==> src/hdl/pbmd_pkg.sv <==
`timescale 1ns / 1ps
package pbmd_pkg;

  localparam int WINDOW_DEF = 100;

  localparam int SAMPLE_W   = 14;
  localparam int THRESH_W   = 23;
  localparam int MINC_W     = 7;
  localparam int CFG_DATA_W = 23;
  localparam int CFG_IDX_W  = 1;
  localparam int FILT_W     = 24;
  localparam int XH_W       = 29;
  localparam int YH_W       = 40;
  localparam int ACC_W      = 64;
  localparam int COEF_W     = 24;
  localparam int NUM_TAPS   = 6;
  localparam int HIST_DEPTH = 7;

  localparam logic [THRESH_W-1:0] THRESH_RESET = 23'd896;
  localparam logic [MINC_W-1:0]   MINC_RESET   = 7'd3;

  // 1/GAIN in Q0.32
  localparam logic [30:0] INV_GAIN_Q32 = 31'd1442930688;

  typedef enum logic [CFG_IDX_W-1:0] {
    REG_THRESHOLD,
    REG_MIN_COUNT
  } cfg_reg_t;

  typedef enum logic [1:0] {
    MAC_NONE,
    MAC_LO,
    MAC_HI,
    MAC_ACC
  } mac_op_t;

  typedef enum logic [3:0] {
    ST_IDLE,
    ST_XCONV,
    ST_XSUM,
    ST_MAC_LO,
    ST_MAC_HI,
    ST_MAC_ACC,
    ST_YOUT,
    ST_WRITE,
    ST_SCAN,
    ST_DRAIN,
    ST_DECIDE,
    ST_OUT
  } ctrl_state_t;

  typedef struct packed {
    logic       load;
    logic       xconv;
    logic       xsum;
    mac_op_t    mac;
    logic [2:0] coef_idx;
    logic       yout;
    logic       wr;
    logic       scan_rd;
    logic       decide;
    logic       out_load;
  } pbmd_cmd_t;

  typedef struct packed {
    logic need_scan;
    logic scan_last;
  } pbmd_stat_t;

  // Feedback coefficients in Q2.22, oldest output first
  function automatic logic signed [COEF_W-1:0] coef_q22(input logic [2:0] idx);
    logic signed [COEF_W-1:0] c;
    case (idx)
      3'd0:    c = 24'sd456952;
      3'd1:    c = 24'sd927066;
      3'd2:    c = -24'sd2121709;
      3'd3:    c = -24'sd1535388;
      3'd4:    c = -24'sd561240;
      3'd5:    c = 24'sd7018451;
      default: c = '0;
    endcase
    return c;
  endfunction

endpackage

==> src/hdl/pbmd_ctrl.sv <==
`timescale 1ns / 1ps
module pbmd_ctrl import pbmd_pkg::*; (
  input  logic       clk,
  input  logic       rst,
  input  logic       in_valid,
  output logic       in_stall,
  output logic       out_valid,
  input  logic       out_stall,
  input  pbmd_stat_t stat,
  output pbmd_cmd_t  cmd
);

  ctrl_state_t state, state_next;
  logic [2:0]  coef_idx;
  logic        out_valid_next;

  always_ff @(posedge clk) begin
    if (rst) begin
      state     <= ST_IDLE;
      coef_idx  <= '0;
      out_valid <= 1'b0;
    end else begin
      state     <= state_next;
      out_valid <= out_valid_next;
      if (state == ST_XSUM) begin
        coef_idx <= '0;
      end else if (state == ST_MAC_ACC) begin
        coef_idx <= coef_idx + 3'd1;
      end
    end
  end

  always_comb begin
    state_next   = state;
    cmd          = '0;
    cmd.mac      = MAC_NONE;
    cmd.coef_idx = coef_idx;
    case (state)
      ST_IDLE: begin
        if (in_valid) begin
          cmd.load   = 1'b1;
          state_next = ST_XCONV;
        end
      end
      ST_XCONV: begin
        cmd.xconv  = 1'b1;
        state_next = ST_XSUM;
      end
      ST_XSUM: begin
        cmd.xsum   = 1'b1;
        state_next = ST_MAC_LO;
      end
      ST_MAC_LO: begin
        cmd.mac    = MAC_LO;
        state_next = ST_MAC_HI;
      end
      ST_MAC_HI: begin
        cmd.mac    = MAC_HI;
        state_next = ST_MAC_ACC;
      end
      ST_MAC_ACC: begin
        cmd.mac    = MAC_ACC;
        state_next = (coef_idx == 3'(NUM_TAPS - 1)) ? ST_YOUT : ST_MAC_LO;
      end
      ST_YOUT: begin
        cmd.yout   = 1'b1;
        state_next = ST_WRITE;
      end
      ST_WRITE: begin
        cmd.wr     = 1'b1;
        state_next = stat.need_scan ? ST_SCAN : ST_OUT;
      end
      ST_SCAN: begin
        cmd.scan_rd = 1'b1;
        if (stat.scan_last) begin
          state_next = ST_DRAIN;
        end
      end
      ST_DRAIN: begin
        state_next = ST_DECIDE;
      end
      ST_DECIDE: begin
        cmd.decide = 1'b1;
        state_next = ST_OUT;
      end
      ST_OUT: begin
        if (!out_valid || !out_stall) begin
          cmd.out_load = 1'b1;
          state_next   = ST_IDLE;
        end
      end
      default: begin
        state_next = ST_IDLE;
      end
    endcase
  end

  always_comb begin
    if (cmd.out_load) begin
      out_valid_next = 1'b1;
    end else if (!out_stall) begin
      out_valid_next = 1'b0;
    end else begin
      out_valid_next = out_valid;
    end
  end

  assign in_stall = (state != ST_IDLE);

endmodule

==> config.mk <==
export PLATFORM = sky130hd
export DESIGN_NAME = pbmd_ctrl
export DESIGN_NICKNAME = d
export VERILOG_FILES = /design/src/hdl/pbmd_pkg.sv /design/src/hdl/pbmd_ctrl.sv
export SDC_FILE = /design/constraint.sdc
export NUM_CORES = 1
export LEC_CHECK = 0
export ABC_CLOCK_PERIOD_IN_PS = 1520
export BUFFER_PORTS_ARGS = -buffer_cell sky130_fd_sc_hd__buf_4
export CORE_AREA = 2 2 39 41
export DETAILED_ROUTE_END_ITERATION = 7
export DIE_AREA = 0 0 41 43
export PLACE_DENSITY = 0.71
export SLEW_MARGIN = 20
export SYNTH_ARGS = -nofsm -noshare
export SYNTH_HDL_FRONTEND = slang
export SYNTH_SLANG_ARGS = --single-unit
==> constraint.sdc <==
create_clock -name clk -period 1.52 [get_ports clk]
set_clock_uncertainty 0.1 [all_clocks]
set_input_delay 0.076 -clock clk [delete_from_list [all_inputs] [get_ports clk]]
set_output_delay 0.076 -clock clk [all_outputs]
set_load 0.01 [all_outputs]
* Word level (Yosys, flattened, before mapping) *
Index checks and enable logic that the tools add are counted.

cells by class
  $add $sub $neg = 1
  eq/ne operators = 16
  mux-type cells = 19
  reductions and logical operators = 7

operators with widths
  kind                   count
  $pmux W4 S12           1
  $eq A4 B3 Y1 const B   4
  $eq A4 B4 Y1 const B   4
  $mux W1                12
  $mux W4                3
  $eq A4 B2 Y1 const B   2
  $ne A2 B2 Y1 const B   3
  $pmux W2 S3            1
  $eq A4 B1 Y1 const B   1
  $logic_not A4 Y1       1
  $reduce_bool A4 Y1     1
  $add A3 B1 Y3 const B  1
  $eq A3 B3 Y1 const B   1
  $mux W3                1
  $reduce_and A3 Y1      1
  $logic_not A1 Y1       2
  $mux W2                1
  $ne A2 B1 Y1 const B   1
  $reduce_or A2 Y1       1
  $logic_or A1 B1 Y1     1

word-level totals
  register bits after elaboration = 8
  bits of input ports = 6
  output and inout port bits = 15
  logic and storage cells = 46

* Depth between registers and ports, before layout *
Gate-level depths: netlist of run 1.

  word-level depth = 5
  gate-level depth with buffers = 6

* Least setup slack after synthesis of run 1 *
OpenSTA, ideal clock, no wires.

  path kind = reg-to-reg
  start = register coef_idx[1]
  end = register state[0]
  setup time = 70 ps
  arrival = 1117 ps
  data required time = 1350 ps
  slack = 233 ps
  stages on the path, launching flop included = 7
  buffers on the path = 0
  clock period less this slack = 1287 ps
  cell sequence = dfxtp_1 -> inv_1 -> ha_1 -> and2_1 -> o221ai_2 -> o311ai_1 -> a21oi_1

between the ends
  word-level cells in the longest chain between the ends = 3

ends and longest elaborated chain
  element                 RTL line         text
  start, declared         pbmd_ctrl.sv:14  logic [2:0] coef_idx;
  start signal, assigned  pbmd_ctrl.sv:28  coef_idx <= coef_idx + 3'd1;
  $eq A3 B3 Y1            pbmd_ctrl.sv:63  state_next = (coef_idx == 3'(NUM_TAPS - 1)) ? ST_YOUT : ST_MAC_LO;
  $mux W3                 pbmd_ctrl.sv:63
  $pmux W4 S12            pbmd_ctrl.sv:38  case (state)
  end signal, assigned    pbmd_ctrl.sv:23  state <= state_next;
  end, declared           pbmd_ctrl.sv:13  ctrl_state_t state, state_next;

No other way between the ends.
A chain may end at the register's enable or synchronous reset.

==> summary.txt, run 1 <==
Status
  • Run status: finished, final reports clean

CTS
  • Clk slew on worst S/H paths: 0.05 ns
  • H-tree depth: 1
  • Root buffer cell: clkbuf_4
  • CTS buffer count: 3
  • Worst-skew pair later-pin latency: 0.25 ns
  • Postcts setup bufs: 0
  • Clock Tree Buf Depth: 2
  • Clock tree from TritonCTS: done
  • Total clock sinks: 8

Yosys
  • FFs w/ async S/R, synth: 0
  • Syn avg cell area: 8.24 um^2
  • Ys flop type: dfxtp_1
  • Yosys reg bits: 8
  • Number of synthesized flops with an enable pin: 0
  • Post-synth top area cell: dfxtp_1
  • Cell variety after synth: 30
  • Synth Area in Compound Gates: 0.193
  • Area share of xor/xnor cells in the synthesized design: 0.0456
  • Post-synth top area share: 0.278
  • Post-Syn Area: 577 um^2
  • Synth top area cells: dfxtp_1, a21oi_1, ha_1
  • Post-synthesis simple-gate area fraction: 0.334
  • Mapped Nets: 78
  • Synthesis Warnings: 0
  • Register area share after synthesis: 0.278
  • Post-synthesis cell count: 70
  • Main combinational cell family by area after synthesis: simple AND/OR/NAND/NOR gates
  • Adder-cell share of the synthesized area: 0.0434
  • Mux contribution to synthesized area: 0

Die
  • Chip Width: 41 um
  • Die Footprint: 1760 um^2
  • Std-Cell Rows: 14
  • # IOs: 21
  • Core Region: 1380 um^2
  • Initial Util: 0.417
  • Die Y-Extent: 43 um

Setup path
  • Crit-path max FO: 11
  • Worst path arrival time: 1.22 ns
  • Crit start category: flip-flop
  • Crit Path Class: reg2out
  • Req. time, crit path: 1.34 ns
  • CP endpoint kind: primary output

Placement
  • DP Area: 734 um^2
  • GPL Wtd Cong: 0.735
  • Post-placement cell count: 105
  • DP Wirelength: 975 um
  • I/O Buffers: 20
  • Dpl ws: 0.0310 ns

Layout
  • Area of the multi-input gates: 355 um^2
  • Fin util: 0.560
  • Syn-to-layout area delta: 34.3%
  • Reg area: 168 um^2
  • Ant diodes: 0
  • # fillers: 147
  • Share of cells above drive strength 1: 0.409
  • Layout Cells excl Fill: 109
  • Final #Nets: 103
  • Fin area: 774 um^2

Routing
  • First-pass DRT Iterations: 4
  • Routed WL: 1220 um
  • Via density: 5.17
  • DRC violations left: 0
  • DR vias: 564
  • DRT iter0 DRCs: 8
  • Final ANT Viol Nets: 0
  • Wire per inst: 11.2 um

Power
  • Power Total: 0.826 mW
  • Power Dens Cells: 1070 nW/um^2
  • VDD IR-drop max: 514 uV
  • Cell leakage power: 0.368 nW

STA
  • RSZ-0062 raised after global routing: false
  • Final Worst Setup Slack: 0.124 ns
  • Max-slew headroom: 0.829
  • Setup TNS: 0 ns
  • Min Hold Slack: 0.0189 ns
  • Setup violators final: 0
  • Slew Limit Fails: 0
  • Achievable Freq: 716 MHz
  • Fin crit share: 0.919
  • Min Clock Period, post-route: 1.40 ns
  • Worst-margin pin slew: 0.254 ns
  • Final Hold Vio Count: 0

Global routing
  • Largest net degree at the start of global routing: 14
  • Antenna violations before repair: 0
  • First-pass GRT wire length: 2000 um
  • GR Util All Layers: 0.170
  • Gr ovfl total: 0
  • Vias in the first global route: 499

Job
  • Max Cap Viol: 0

Hold path
  • Min-delay worst type: in2reg
==> layer usage <==
layer / wire length, um / global-route usage
met3: 95 / 0.0471
met2: 587 / 0.256
met4: 9 / 0.100
met1: 526 / 0.203
met5: 0 / 0
==> cell type report <==
| class | instances | share of cell area |
|---|---|---|
| Inverter | 5 | 0.0242 |
| Timing Repair Buffer | 25 | 0.246 |
| Tap cell | 16 | 0.0258 |
| Clock buffer | 3 | 0.0291 |
| Sequential cell | 8 | 0.216 |
| Multi-Input combinational cell | 52 | 0.459 |
==> Yosys cell counts (2+ instances only) <==
cell / instances
a21oi_1: 7
buf_6: 2
inv_1: 5
ha_1: 2
o211ai_1: 2
dfxtp_1: 8
nor3_1: 5
xnor2_1: 2
nand2b_1: 3
nor2_1: 6
and3_1: 3
nand2_1: 6
buf_4: 2
==> kinds of logic (layout without fill, tap and decap cells) <==
logic type,Yosys count,in the layout
AND/OR/NAND/NOR,32,32
AO/OA/AOI/OAI,15,15
buffers and inverters,10,33
flip-flops,8,8
XOR/XNOR,3,3
adder cells (fa/ha/maj),2,2
==> report_power, final <==
part	leakage, nW	switching, mW	internal, mW	total (mW)
clock network	0.0138	0.0664	0.0900	0.156
registers	0.0669	0.0684	0.240	0.308
logic	0.287	0.161	0.200	0.361
==> state kept, by name, indices dropped and copies added, names as in the netlist <==
| register | count |
|---|---|
| state | 4 |
| out_valid | 1 |
| coef_idx | 3 |
==> path summary, 6_finish.rpt <==
check,end,depth (start not counted),slack (ns),startpoint
max,cmd[12],4,0.12,state[3]$_SDFFE_PP0P_
min,out_valid$_SDFFE_PP0P_,3,0.02,out_stall
max reg2reg,state[3]$_SDFFE_PP0P_,4,0.16,state[2]$_SDFFE_PP0P_
min reg2reg,out_valid$_SDFFE_PP0P_,2,0.39,out_valid$_SDFFE_PP0P_
==> worst max-delay path, stage by stage (launching register included) <==
cell and delay (ns):
dfxtp_2 0.37, buf_4 0.16, nor2_1 0.15, and3_1 0.17
buf_4 0.11
==> timing repair <==
action	CTS	global route
hold buffers	1	0
setup endpoints to repair	7	5
pin swaps	0	0
hold endpoints to repair	5	0
resized for setup	3	2
==> cells in the final DEF (no fill, tap or decap), drive strengths merged <==
cell,count
a211oi,1
a21oi,7
a311oi,1
and2,1
and3,3
and4bb,1
buf,24
clkbuf,3
dfxtp,8
dlygate4sd3,1
ha,2
inv,5
nand2,6
nand2b,3
nand4,1
nand4b,1
nor2,6
nor3,5
nor3b,1
nor4,1
o211ai,2
o21ai,1
o21ba,1
o221ai,1
o311ai,1
or2,2
or2b,1
xnor2,2
xor2,1
No activity file was read; power rests on OpenSTA's default activity.
==> run 2: changes to the inputs <==
--- a/config.mk
+++ b/config.mk
@@ -7,10 +7,11 @@
 export LEC_CHECK = 0
 export ABC_CLOCK_PERIOD_IN_PS = 1520
 export BUFFER_PORTS_ARGS = -buffer_cell sky130_fd_sc_hd__buf_4
-export CORE_AREA = 2 2 39 41
+export CELL_PAD_IN_SITES_DETAIL_PLACEMENT = 1
+export CELL_PAD_IN_SITES_GLOBAL_PLACEMENT = 2
+export CORE_UTILIZATION = 26
 export DETAILED_ROUTE_END_ITERATION = 7
-export DIE_AREA = 0 0 41 43
-export PLACE_DENSITY = 0.71
+export PLACE_DENSITY_LB_ADDON = 0.1
 export SLEW_MARGIN = 20
 export SYNTH_ARGS = -nofsm -noshare
 export SYNTH_HDL_FRONTEND = slang
==> run 2 against run 1 <==
  * Sequential share of layout area down 1.2 points
  * Register-to-register slack about the same
  * Largest cell class unchanged
  * Combinational power up 8.6%
  * Non-clock buffer count up 3
  * Routed wire length up 32%
  * Critical endpoint is now cmd[1]
  * Core utilization down 15 points
  * Highest routed layer unchanged
  * Via count up 4.4%
  * Worst hold slack worse by 0.0048 ns
==> summary.txt, run 2 (synthesis results as in run 1) <==
STA
  • Min Clock Period, post-route: 1.42 ns (+0.0223 ns)
  • Final Worst Setup Slack: 0.101 ns (-0.0223 ns)
  • Worst-margin pin slew: 0.264 ns (+0.00980 ns)
  • RSZ-0062 raised after global routing: false
  • Fin crit share: 0.933 (+0.0147)
  • Setup violators final: 0 (unchanged)
  • Achievable Freq: 705 MHz (-1.6%)
  • Setup TNS: 0 ns (unchanged)
  • Final Hold Vio Count: 0 (unchanged)
  • Min Hold Slack: 0.0142 ns (-0.00477 ns)
  • Max-slew headroom: 0.821 (-0.00801)
  • Slew Limit Fails: 0 (unchanged)

Placement
  • DP Wirelength: 1240 um (+27%)
  • GPL Wtd Cong: 0.782 (+6.3%)
  • Dpl ws: 0.101 ns (+0.0703 ns)
  • Post-placement cell count: 119 (+13%)
  • I/O Buffers: 20 (unchanged)

Layout
  • Largest register by flop count: state
  • Layout Cells excl Fill: 123 (+13%)
  • # fillers: 261 (+78%)
  • Reg area: 168 um^2 (unchanged)
  • Syn-to-layout area delta: 41.9%
  • Final #Nets: 106 (+2.9%)
  • Commonest non-fill, non-tap cell in the layout: buf_4
  • Area of the multi-input gates: 363 um^2 (+2.1%)
  • Share of cells above drive strength 1: 0.458 (+0.0497)
  • Commonest cells after routing, fill and taps aside: buf_4, a21oi_1, nand2_1
  • Ant diodes: 0 (unchanged)
  • Top Registers: state x4, coef_idx x3, out_valid x1
  • Fin util: 0.405 (-0.155)
  • Max reg flops: 4 (unchanged)

Setup path
  • Crit-path max FO: 11 (unchanged)
  • Cell mode on critical path: buf_4
  • Slowest stage cell on the critical path: dfxtp_2
  • CP endpoint kind: primary output
  • Crit Path Class: reg2out
  • Crit-path max cell delay: 0.40 ns (+0.03 ns)
  • Crit path cell chain: buf_4 -> nor2_1 -> and3_1 -> buf_4
  • Req. time, crit path: 1.34 ns (about the same)
  • Crit start category: flip-flop
  • Worst path arrival time: 1.24 ns (+0.02 ns)

Die
  • Die Footprint: 2410 um^2 (+37%)
  • Chip Width: 49.1 um (+20%)
  • Die Y-Extent: 49.1 um (+14%)
  • # IOs: 21 (unchanged)
  • Initial Util: 0.285 (-0.132)
  • Std-Cell Rows: 16 (+2)
  • Core Region: 2020 um^2 (+46%)

Power
  • Cell leakage power: 0.384 nW (+4.4%)
  • Power Dens Cells: 1050 nW/um^2 (-1.4%)
  • VDD IR-drop max: 473 uV (-7.9%)

Routing
  • First-pass DRT Iterations: 2 (-2)
  • Final ANT Viol Nets: 0 (unchanged)
  • DR vias: 589 (+4.4%)
  • DRT iter0 DRCs: 2 (-6)
  • Via density: 4.79 (-7.5%)
  • DRC violations left: 0 (unchanged)
  • Wire per inst: 13.0 um (+17%)
  • Routed WL: 1600 um (+32%)

CTS
  • Postcts setup bufs: 0 (unchanged)
  • Worst-skew pair later-pin latency: 0.26 ns (about the same)
  • Total clock sinks: 8 (unchanged)
  • Clock tree from TritonCTS: done
  • H-tree depth: 1 (unchanged)
  • Clock Tree Buf Depth: 2 (unchanged)
  • Clk slew on worst S/H paths: 0.05 ns (about the same)
  • Root buffer cell: clkbuf_4
  • CTS buffer count: 3 (unchanged)

Global routing
  • First-pass GRT wire length: 2920 um (+46%)
  • Gr ovfl total: 0 (unchanged)
  • Antenna violations before repair: 0 (unchanged)
  • Vias in the first global route: 619 (+24%)
  • Largest net degree at the start of global routing: 12 (-2)
  • GR Util All Layers: 0.162 (-0.00763)

Hold path
  • Min-delay worst type: in2reg

Status
  • Run status: finished, final reports clean

Job
  • Max Cap Viol: 0 (unchanged)
[run 2: changes by cell type in the layout (fill, tap and decap cells not counted), sizes merged]
cell  previous run  this run
buf             24        27
[run 2: repair_timing]
item                                    in CTS  in global routing
gates resized for setup                      4                  4
endpoints found under the setup margin       7                  4
hold buffers                                 1                  0
hold endpoints to repair                     5                  0
gates cloned                                 0                  0
[run 2: layer usage]
layer  GRT usage  part of all wire
met1       0.213              0.49
met5           0                 0
met2       0.233              0.44
met3      0.0498             0.042
met4      0.0882             0.022
[run 2: final timing paths]
| path | start | to | slack (ns) | depth (start not counted) |
|---|---|---|---|---|
| worst min-delay path | out_stall | out_valid$_SDFFE_PP0P_ | 0.01 | 3 |
| worst max-delay path | state[0]$_SDFFE_PP0P_ | cmd[1] | 0.10 | 4 |
| worst min register to register | out_valid$_SDFFE_PP0P_ | out_valid$_SDFFE_PP0P_ | 0.40 | 2 |
| worst max register to register | state[3]$_SDFFE_PP0P_ | state[0]$_SDFFE_PP0P_ | 0.17 | 5 |
[run 2: worst max-delay path: cells and delay by family, from the launching register on]
kind | cells | cell delay [ns]
buffers and inverters | 2 | 0.34
DFF | 1 | 0.40
and+or+nand+nor | 2 | 0.24
[run 2: area by class of cell]
cell class,count,area share
multi-input cells,52,0.443
repair buffers,28,0.260
flip-flops and latches,8,0.205
well taps,27,0.0413
clock buffers,3,0.0275
inverters,5,0.0229
[run 2: report_power, final]
| part | leakage, nW | total, mW | switching [mW] | internal (mW) |
|---|---|---|---|---|
| Clock | 0.0138 | 0.168 | 0.0770 | 0.0907 |
| Combinational | 0.303 | 0.392 | 0.185 | 0.207 |
| Sequential | 0.0669 | 0.301 | 0.0593 | 0.242 |
| Total | 0.384 | 0.861 | 0.322 | 0.539 |
[run 2: per-stage QoR]
step | total power [mW] | instance area, um^2
2_1_floorplan | 0.536 | 577
3_3_place_gp | 0.677 | 771
3_5_place_dp | 0.683 | 771
4_1_cts | 0.866 | 808
5_1_grt | 0.939 | 818
6_report | 0.861 | 818
